--- src/design/charlieplex_twinkle_driver_top_assert.svh ---
// assertion macros used by the sequencer
`ifndef CHARLIEPLEX_TWINKLE_DRIVER_TOP_ASSERT_SVH
`define CHARLIEPLEX_TWINKLE_DRIVER_TOP_ASSERT_SVH

// same-cycle implication, checked outside reset
`define CTD_ASSERT_NOW(lbl, ck, rn, ante, cons, msg) \
    lbl: assert property (@(posedge ck) disable iff (!rn) (ante) |-> (cons)) \
        else $error(msg);

// next-cycle implication, checked outside reset
`define CTD_ASSERT_NEXT(lbl, ck, rn, ante, cons, msg) \
    lbl: assert property (@(posedge ck) disable iff (!rn) (ante) |=> (cons)) \
        else $error(msg);

`endif

--- src/design/ctd_pkg.sv ---
package ctd_pkg;

    localparam int NUM_POS = 10;
    localparam logic [4:0] LAST_SLOT = 5'd19;
    localparam logic [15:0] FPS_RESET = 16'd512;
    localparam logic [3:0] DIV_LAST = 4'd15;
    localparam logic [3:0] PH_LAST = 4'd9;

    typedef logic signed [3:0] phase_t;
    typedef logic [2:0] pin_t;

    localparam pin_t PIN_LO [NUM_POS] = '{3'd0, 3'd0, 3'd0, 3'd0, 3'd1,
                                          3'd1, 3'd1, 3'd2, 3'd2, 3'd3};
    localparam pin_t PIN_HI [NUM_POS] = '{3'd1, 3'd2, 3'd3, 3'd4, 3'd2,
                                          3'd3, 3'd4, 3'd3, 3'd4, 3'd4};
    localparam phase_t PHASE_INIT [NUM_POS] = '{4'sd3, 4'sd4, 4'sd3, 4'sd2, 4'sd1,
                                                4'sd0, 4'sd1, 4'sd2, 4'sd3, 4'sd4};
    localparam logic [7:0] BRIGHT_TAB [5] = '{8'd0, 8'd35, 8'd99, 8'd195, 8'd255};

    typedef struct packed {
        logic [7:0] x;
        logic [7:0] a;
        logic [7:0] b;
        logic [7:0] c;
    } gen_t;

    localparam gen_t GEN_INIT = '{x: 8'd1, a: 8'd13, b: 8'd116, c: 8'd95};

    // sequencer steps
    typedef enum logic [1:0] {
        S_IDLE,
        S_DIV,
        S_PH
    } step_t;

    typedef enum logic {
        JC_DISPATCH,
        JC_COUNT
    } jcond_t;

    // one control word of the program
    typedef struct packed {
        logic       wait_item;
        logic       cnt_clr;
        logic       cnt_inc;
        logic       div_en;
        logic       ph_en;
        jcond_t     jcond;
        logic [3:0] cnt_last;
        step_t      jump_a;
        step_t      jump_b;
        step_t      next_step;
    } ucode_t;

    // sequencer to datapath
    typedef struct packed {
        logic       tick;
        logic       reseed;
        logic       cfg;
        logic       div_en;
        logic       ph_en;
        logic [3:0] cnt;
    } ctd_ctl_t;

    typedef struct packed {
        logic [4:0] led;
        logic [4:0] lvl;
        logic [4:0] dir;
    } ctd_result_t;

    function automatic ucode_t ucode_rom(step_t s);
        ucode_t w;
        unique case (s)
            S_IDLE: w = '{wait_item: 1'b1, cnt_clr: 1'b1, cnt_inc: 1'b0, div_en: 1'b0,
                          ph_en: 1'b0, jcond: JC_DISPATCH, cnt_last: 4'd0,
                          jump_a: S_DIV, jump_b: S_PH, next_step: S_IDLE};
            S_DIV:  w = '{wait_item: 1'b0, cnt_clr: 1'b0, cnt_inc: 1'b1, div_en: 1'b1,
                          ph_en: 1'b0, jcond: JC_COUNT, cnt_last: DIV_LAST,
                          jump_a: S_IDLE, jump_b: S_IDLE, next_step: S_DIV};
            S_PH:   w = '{wait_item: 1'b0, cnt_clr: 1'b0, cnt_inc: 1'b1, div_en: 1'b0,
                          ph_en: 1'b1, jcond: JC_COUNT, cnt_last: PH_LAST,
                          jump_a: S_IDLE, jump_b: S_IDLE, next_step: S_PH};
            default: w = '{wait_item: 1'b0, cnt_clr: 1'b1, cnt_inc: 1'b0, div_en: 1'b0,
                           ph_en: 1'b0, jcond: JC_COUNT, cnt_last: 4'd0,
                           jump_a: S_IDLE, jump_b: S_IDLE, next_step: S_IDLE};
        endcase
        return w;
    endfunction

    function automatic gen_t gen_round(gen_t g);
        gen_t r;
        r.x = g.x + 8'd1;
        r.a = g.a ^ g.c ^ r.x;
        r.b = g.b + r.a;
        r.c = (g.c + {1'b0, r.b[7:1]}) ^ r.a;
        return r;
    endfunction

    function automatic logic is_mult21(logic [7:0] v);
        logic hit;
        hit = 1'b0;
        for (int k = 0; k <= 12; k++)
        begin
            if (v == 8'(21 * k))
            begin
                hit = 1'b1;
            end
        end
        return hit;
    endfunction

    function automatic logic [7:0] brightness(phase_t p);
        logic [3:0] raw;
        logic [3:0] mag;
        raw = p;
        mag = raw[3] ? (~raw + 4'd1) : raw;
        return (mag > 4'd4) ? BRIGHT_TAB[4] : BRIGHT_TAB[mag[2:0]];
    endfunction

    function automatic phase_t phase_advance(phase_t p);
        phase_t r;
        if (p == -4'sd1)
        begin
            r = 4'sd0;
        end
        else if (p == 4'sd4)
        begin
            r = -4'sd3;
        end
        else
        begin
            r = p + 4'sd1;
        end
        return r;
    endfunction

endpackage

--- src/design/ctd_sequencer.sv ---
`include "charlieplex_twinkle_driver_top_assert.svh"

module ctd_sequencer
    import ctd_pkg::*;
(
    input  logic     clk,
    input  logic     rst_n,
    input  logic     s_tvalid,
    input  logic     s_op,
    input  logic     cfg_valid,
    input  logic     out_free,
    input  logic     due,
    output logic     s_tready,
    output logic     cfg_ready,
    output ctd_ctl_t ctl
);

    step_t      step_reg, step_next;
    logic [3:0] cnt_reg, cnt_next;
    ucode_t     word;
    logic       cfg_fire;
    logic       item_fire;

    assign word = ucode_rom(step_reg);

    // outputs decoded from the control word
    always_comb
    begin
        cfg_ready  = word.wait_item;
        s_tready   = word.wait_item & ~cfg_valid & out_free;
        cfg_fire   = cfg_valid & cfg_ready;
        item_fire  = s_tvalid & s_tready;
        ctl.tick   = item_fire & ~s_op;
        ctl.reseed = item_fire & s_op;
        ctl.cfg    = cfg_fire;
        ctl.div_en = word.div_en;
        ctl.ph_en  = word.ph_en;
        ctl.cnt    = cnt_reg;
    end

    // next step and loop count
    always_comb
    begin
        step_next = word.next_step;
        unique case (word.jcond)
            JC_DISPATCH:
            begin
                if (cfg_fire)
                begin
                    step_next = word.jump_a;
                end
                else if (ctl.tick && due)
                begin
                    step_next = word.jump_b;
                end
            end
            JC_COUNT:
            begin
                if (cnt_reg == word.cnt_last)
                begin
                    step_next = word.jump_a;
                end
            end
            default: step_next = S_IDLE;
        endcase

        if (word.cnt_clr)
        begin
            cnt_next = 4'd0;
        end
        else if (word.cnt_inc)
        begin
            cnt_next = cnt_reg + 4'd1;
        end
        else
        begin
            cnt_next = cnt_reg;
        end
    end

    always_ff @(posedge clk or negedge rst_n)
    begin
        if (!rst_n)
        begin
            step_reg <= S_IDLE;
            cnt_reg  <= 4'd0;
        end
        else
        begin
            step_reg <= step_next;
            cnt_reg  <= cnt_next;
        end
    end

    `CTD_ASSERT_NOW(a_busy_blocks, clk, rst_n, step_reg != S_IDLE,
        !s_tready && !cfg_ready, "input or config taken while sequencer busy")
    `CTD_ASSERT_NOW(a_one_fire, clk, rst_n, cfg_fire, !item_fire,
        "config and item transfer in the same cycle")
    `CTD_ASSERT_NEXT(a_ph_start, clk, rst_n, ctl.tick && due && !cfg_fire,
        step_reg == S_PH && cnt_reg == 4'd0, "phase walk did not start at position zero")
    `CTD_ASSERT_NEXT(a_ph_end, clk, rst_n, step_reg == S_PH && cnt_reg == PH_LAST,
        step_reg == S_IDLE, "phase walk did not return to idle")
    `CTD_ASSERT_NEXT(a_div_start, clk, rst_n, cfg_fire,
        step_reg == S_DIV && cnt_reg == 4'd0, "remainder recompute did not start")

endmodule

--- src/design/ctd_datapath.sv ---
module ctd_datapath
    import ctd_pkg::*;
(
    input  logic        clk,
    input  logic        rst_n,
    input  ctd_ctl_t    ctl,
    input  logic [7:0]  entropy_a,
    input  logic [7:0]  entropy_b,
    input  logic [7:0]  entropy_c,
    input  logic [15:0] cfg_data,
    output logic        due,
    output ctd_result_t result
);

    logic [4:0]  slot_reg, slot_next;
    logic [7:0]  pwm_reg, pwm_next;
    logic [15:0] frame_reg, frame_next;
    logic [15:0] rem_reg, rem_next;
    logic [15:0] fps_reg, fps_next;
    phase_t      phase_reg [NUM_POS];
    phase_t      phase_next [NUM_POS];
    gen_t        gen_reg, gen_next;

    logic [3:0]  pos;
    pin_t        lo, hi;
    logic [16:0] period;
    logic [16:0] rem_inc;
    logic        wrap_hit;
    logic [16:0] div_try;
    gen_t        round_in, round_out;
    phase_t      p0;
    logic        draw;
    logic        adv;

    // slot output
    always_comb
    begin
        pos = slot_reg[4:1];
        lo  = PIN_LO[pos];
        hi  = PIN_HI[pos];
        result.led = slot_reg;
        result.dir = (5'd1 << lo) | (5'd1 << hi);
        if (pwm_reg < brightness(phase_reg[pos]))
        begin
            result.lvl = 5'd1 << (slot_reg[0] ? hi : lo);
        end
        else
        begin
            result.lvl = 5'd0;
        end
    end

    // frame_count modulo interval, kept incrementally
    always_comb
    begin
        period   = (fps_reg == 16'd0) ? 17'h10000 : {1'b0, fps_reg};
        rem_inc  = {1'b0, rem_reg} + 17'd1;
        wrap_hit = (frame_reg == 16'hFFFF) || (rem_inc == period);
        due      = (slot_reg == LAST_SLOT) && wrap_hit;
        div_try  = {rem_reg, frame_reg[~ctl.cnt]};
    end

    // shared generator round
    always_comb
    begin
        if (ctl.reseed)
        begin
            round_in = '{x: gen_reg.x, a: gen_reg.a ^ entropy_a,
                         b: gen_reg.b ^ entropy_b, c: gen_reg.c ^ entropy_c};
        end
        else
        begin
            round_in = gen_reg;
        end
        round_out = gen_round(round_in);
        p0   = phase_reg[0];
        draw = (p0 == 4'sd0) || (p0 == 4'sd4);
        adv  = !draw || is_mult21(round_out.c);
    end

    always_comb
    begin
        slot_next  = slot_reg;
        pwm_next   = pwm_reg;
        frame_next = frame_reg;
        rem_next   = rem_reg;
        fps_next   = fps_reg;
        gen_next   = gen_reg;
        phase_next = phase_reg;

        if (ctl.cfg)
        begin
            fps_next = cfg_data;
            rem_next = 16'd0;
        end

        // restoring division step, msb first
        if (ctl.div_en)
        begin
            if (div_try >= period)
            begin
                rem_next = 16'(div_try - period);
            end
            else
            begin
                rem_next = div_try[15:0];
            end
        end

        if (ctl.tick)
        begin
            if (slot_reg == LAST_SLOT)
            begin
                slot_next  = 5'd0;
                pwm_next   = pwm_reg + 8'd1;
                frame_next = frame_reg + 16'd1;
                rem_next   = wrap_hit ? 16'd0 : rem_inc[15:0];
            end
            else
            begin
                slot_next = slot_reg + 5'd1;
            end
        end

        if (ctl.reseed)
        begin
            gen_next = round_out;
        end

        // phase ring rotates one place per step, back in order after a walk over all positions
        if (ctl.ph_en)
        begin
            for (int i = 0; i < NUM_POS - 1; i++)
            begin
                phase_next[i] = phase_reg[i + 1];
            end
            phase_next[NUM_POS - 1] = adv ? phase_advance(p0) : p0;
            if (draw)
            begin
                gen_next = round_out;
            end
        end
    end

    always_ff @(posedge clk or negedge rst_n)
    begin
        if (!rst_n)
        begin
            slot_reg  <= 5'd0;
            pwm_reg   <= 8'd0;
            frame_reg <= 16'd0;
            rem_reg   <= 16'd0;
            fps_reg   <= FPS_RESET;
            gen_reg   <= GEN_INIT;
            phase_reg <= PHASE_INIT;
        end
        else
        begin
            slot_reg  <= slot_next;
            pwm_reg   <= pwm_next;
            frame_reg <= frame_next;
            rem_reg   <= rem_next;
            fps_reg   <= fps_next;
            gen_reg   <= gen_next;
            phase_reg <= phase_next;
        end
    end

endmodule

--- src/design/charlieplex_twinkle_driver_top.sv ---
// a tick transfer writes its result into the output register
// throughput: one item per cycle while the output register is free; a frame end that
//   steps the phases holds the input while the phase ring turns, one position per cycle
// a config write holds the input during the bit-serial remainder of the frame count
// reset: asynchronous, active low; all state but the output payload returns to its initial values at once
module charlieplex_twinkle_driver_top
    import ctd_pkg::*;
(
    input  logic        clk,
    input  logic        rst_n,
    // tick / reseed stream
    input  logic        s_tvalid,
    output logic        s_tready,
    input  logic [23:0] s_tdata,   // entropy_a [7:0], entropy_b [15:8], entropy_c [23:16]
    input  logic        s_tuser,   // op: 0 tick one led slot, 1 reseed generator
    // pin result stream
    output logic        m_tvalid,
    input  logic        m_tready,
    output logic [15:0] m_tdata,   // pin_direction [4:0], pin_level [9:5],
                                   // led_shown [14:10], zero [15]
    // frames_per_step register write
    input  logic        cfg_valid,
    output logic        cfg_ready,
    input  logic [15:0] cfg_data
);

    ctd_ctl_t    ctl;
    ctd_result_t result;
    logic        due;
    logic        out_free;

    // output register decouples the result side from the sequencer
    logic        m_valid_reg, m_valid_next;
    logic [15:0] m_data_reg, m_data_next;

    // a new tick may transfer when the slot is empty or drains this cycle
    assign out_free = ~m_valid_reg | m_tready;

    // microcoded control: step counter, loop counter, handshakes
    ctd_sequencer u_seq (
        .clk       (clk),
        .rst_n     (rst_n),
        .s_tvalid  (s_tvalid),
        .s_op      (s_tuser),
        .cfg_valid (cfg_valid),
        .out_free  (out_free),
        .due       (due),
        .s_tready  (s_tready),
        .cfg_ready (cfg_ready),
        .ctl       (ctl)
    );

    // slot/pwm/frame counters, phase ring, generator, divider
    ctd_datapath u_dp (
        .clk       (clk),
        .rst_n     (rst_n),
        .ctl       (ctl),
        .entropy_a (s_tdata[7:0]),
        .entropy_b (s_tdata[15:8]),
        .entropy_c (s_tdata[23:16]),
        .cfg_data  (cfg_data),
        .due       (due),
        .result    (result)
    );

    always_comb
    begin
        m_valid_next = m_valid_reg;
        m_data_next  = m_data_reg;
        if (ctl.tick)
        begin
            // capture the pin pattern of the slot being shown
            m_valid_next = 1'b1;
            m_data_next  = {1'b0, result.led, result.lvl, result.dir};
        end
        else if (m_tready)
        begin
            m_valid_next = 1'b0;
        end
    end

    always_ff @(posedge clk or negedge rst_n)
    begin
        if (!rst_n)
        begin
            m_valid_reg <= 1'b0;
        end
        else
        begin
            m_valid_reg <= m_valid_next;
        end
    end

    // payload needs no reset
    always_ff @(posedge clk)
    begin
        m_data_reg <= m_data_next;
    end

    assign m_tvalid = m_valid_reg;
    assign m_tdata  = m_data_reg;

endmodule
--- config.mk ---
export PLATFORM = sky130hd
export DESIGN_NAME = charlieplex_twinkle_driver_top
export DESIGN_NICKNAME = d
export VERILOG_FILES = /design/src/design/ctd_pkg.sv /design/src/design/ctd_sequencer.sv /design/src/design/ctd_datapath.sv /design/src/design/charlieplex_twinkle_driver_top.sv
export VERILOG_INCLUDE_DIRS = /design/src /design/src/design
export SDC_FILE = /design/constraint.sdc
export NUM_CORES = 1
export LEC_CHECK = 0
export BUFFER_PORTS_ARGS = -buffer_cell sky130_fd_sc_hd__buf_2
export CAP_MARGIN = 20
export CORE_MARGIN = 2
export CORE_UTILIZATION = 60
export DETAILED_ROUTE_END_ITERATION = 10
export PLACE_DENSITY = 0.76
export SYNTH_ARGS = -nofsm -noshare
export SYNTH_HDL_FRONTEND = slang
export SYNTH_SLANG_ARGS = --single-unit
--- constraint.sdc ---
create_clock -name clk -period 6.8 [get_ports clk]
set_input_delay 1.02 -clock clk [delete_from_list [all_inputs] [get_ports clk]]
set_output_delay 1.02 -clock clk [all_outputs]
set_load 0.01 [all_outputs]
==> qor.csv <==
stage,metric,value,unit
critical_path,Critical Path RT,7.06,ns
die,Core Rows,48,
logic_synthesis,post-synth net total,1146,
critical_path,Crit path arrival time,5.97,ns
cells_and_area,post-layout util,0.674,
logic_synthesis,"flops & latches, synth",155,
logic_synthesis,top-count cell post-synth,dfrtp_1,
critical_path,crit path capture type,flop,
logic_synthesis,Post-synth top flop,dfrtp_1,
cells_and_area,P&R area growth vs syn,10.7,%
timing,Final Setup Violations,0,
clock_network,root buf cell,clkbuf_16,
timing,setup tns final,0,ns
logic_synthesis,"Seq/Total Area, Yosys",0.383,
logic_synthesis,leading area contributor after synthesis,dfrtp_1,
die,die height,136,um
timing,hold violation count in the final report,0,
clock_network,TritonCTS sink count,155,
critical_path,CP Class,reg -> reg,
detailed_routing,drt total wl,22100,um
detailed_routing,Via density,5.94,
clock_network,latest clock arrival within the worst-skew pair,0.43,ns
global_route,GRT Util Overall,0.257,
detailed_routing,DR pass1 iterations,5,
logic_synthesis,Synth top area share,0.271,
die,starting density of the core,0.609,
logic_synthesis,Yosys cell types,71,
logic_synthesis,"top cells by area, synth","dfrtp_1 (27%), xnor2_1 (7.8%), dfstp_2 (6.8%)",
critical_path,"Max FO, Critical Path",9,
global_route,vias in the first global route,7628,
detailed_routing,drt initial violations,613,
detailed_routing,via count of the routed design,7862,
timing,Hold WS,0.477,ns
detailed_routing,DR DRC count,0,
hold_path,HP Class,reg -> reg,
clock_network,post_cts resized,0,
die,total I/O pin count,65,
global_route,first-pass GRT wire length,37600,um
critical_path,Startpoint Class,flop,
job,Max Cap Violations,0,
clock_network,clock slew at the register clock pins of the worst setup and hold paths,0.06,ns
clock_network,CTS H-tree lvls,4,
timing,period utilization,0.840,
logic_synthesis,Mapped Avg Cell Area,10.0,sq um
clock_network,TritonCTS clock tree,built,
logic_synthesis,cells after synthesis,1041,
outcome,status,finished clean,
place,RD Place Congestion,0.926,
timing,final setup skew,0.00568,ns
timing,Least-Margin Pin Slew,1.05,ns
timing,post-route minimum period,5.71,ns
detailed_routing,Routed Antenna Nets,0,
timing,Relative slew margins,0.302,
die,die area,0.0184,sq mm
cells_and_area,Total Nets Final,1191,
timing,Peak Freq,175,MHz
clock_network,setup bufs post-CTS,0,
clock_network,post-cts hold buffer count,0,
global_route,initial antenna violation count,0,
logic_synthesis,number of synthesized flops with an enable pin,15,
cells_and_area,Largest register FFs,36,
place,DP Wirelength,15700,um
clock_network,Num CTS Buffers,17,
die,Die Wd,136,um
timing,"Slew Viols, Final",0,
clock_network,Clock Path Buffers,2,
die,Std-Cell Core Area,0.0171,sq mm
logic_synthesis,Yosys Warn Count,0,
timing,unrepaired setup endpoints after global routing,false,
logic_synthesis,synth cell count leaders,"dfrtp_1 (113), xnor2_1 (93), nand2_1 (91)",
global_route,grt ovf,0,
logic_synthesis,Mapped Area,0.0104,sq mm
cells_and_area,share of cells above drive strength 1,0.198,
place,port buffer count,63,
logic_synthesis,Async SR Flop Fraction,0.903,
cells_and_area,ANT cells,0,
detailed_routing,mean routed wirelength per cell,16.7,um
global_route,maximum number of pins on one net before global-route repair,90,
==> through the flow <==
stage / cells / setup slack (ns) / cell area [sq um]
CTS: 1324 / 1.07 / 11500
finish: 1324 / 1.09 / 11500
global placement: 1292 / 0.832 / 10900
floorplan: 1041 / 1.25 / 10400
detailed placement: 1292 / 0.707 / 10900
global route: 1324 / 0.426 / 11500
==> cell type report <==
cell class,count,area [sq um]
clock inverters,11,130
well taps,225,282
repair buffers,73,397
clock buffers,21,482
flip-flops and latches,155,3990
fillers,1338,5580
inverters,60,225
multi-input cells,779,6030
==> final timing paths <==
path / startpoint / end / slack (ns) / cells past startpoint
min in group asynchronous: rst_n / u_dp.gen_reg[23] / 0.63 / 1
min: u_dp.pwm_reg[7] / u_dp.pwm_reg[7] / 0.48 / 1
max in group asynchronous: rst_n / u_dp.rem_reg[8] / 5.02 / 2
max reg2reg: u_seq.step_reg[0] / u_dp.phase_reg[1] / 1.09 / 25
min reg2reg: u_dp.pwm_reg[7] / u_dp.pwm_reg[7] / 0.48 / 1
max: u_seq.step_reg[0] / u_dp.phase_reg[1] / 1.09 / 25
==> placed cells by master (no fill, tap or decap), drive strengths merged, types with 21 or more instances in the layout <==
cell and n:
dfrtp 113, dfstp 27, nand2 91, xor2 27, inv 63, a21oi 48, nand3 28, nor3 25
mux2 55, ha 56, clkbuf 21, buf 73, nor2 56, xnor2 95, o21ai 61
==> worst max-delay path, cell delays in order, from the launching register on <==
cell and delay (ns):
dfrtp_1 0.38, inv_1 0.11, ha_1 0.25, nand2b_1 0.27, nor4_2 0.46, xor2_1 0.18, buf_4 0.16, inv_1 0.04
ha_1 0.28, a21o_1 0.18, a21oi_1 0.25, o21bai_1 0.11, a21oi_1 0.22, o21bai_1 0.09, a21oi_1 0.17, xor2_1 0.11
ha_1 0.33, inv_1 0.08, or3_1 0.31, o211ai_1 0.37, xnor3_1 0.39, nand4_1 0.10, o311ai_1 0.11, a21oi_2 0.25
mux2i_1 0.25, a21oi_1 0.09
==> kinds of logic (layout without fill, tap and decap cells) <==
group,count (synthesis),count (layout),share of synthesized area
flip-flops,155,155,0.383
AO/OA/AOI/OAI,189,189,0.115
adder cells (fa/ha/maj),59,59,0.0730
AND/OR/NAND/NOR,307,307,0.149
other,1,1,0.000360
buffers and inverters,107,165,0.0398
multiplexers,88,88,0.107
XOR/XNOR,135,135,0.133
==> per-layer routing <==
| metal | GRT usage | share of wire | up-vias |
|---|---|---|---|
| li1 | - | - | 3816 |
| met2 | 0.423 | 0.49 | 192 |
| met1 | 0.339 | 0.44 | 3800 |
| met5 | 0 | 0 | - |
| met3 | 0.0397 | 0.036 | 54 |
| met4 | 0.109 | 0.031 | 0 |
Power is left out: the tool's default activity adds up to more than one toggle a clock period on the data nets, which glitch-free logic cannot reach.
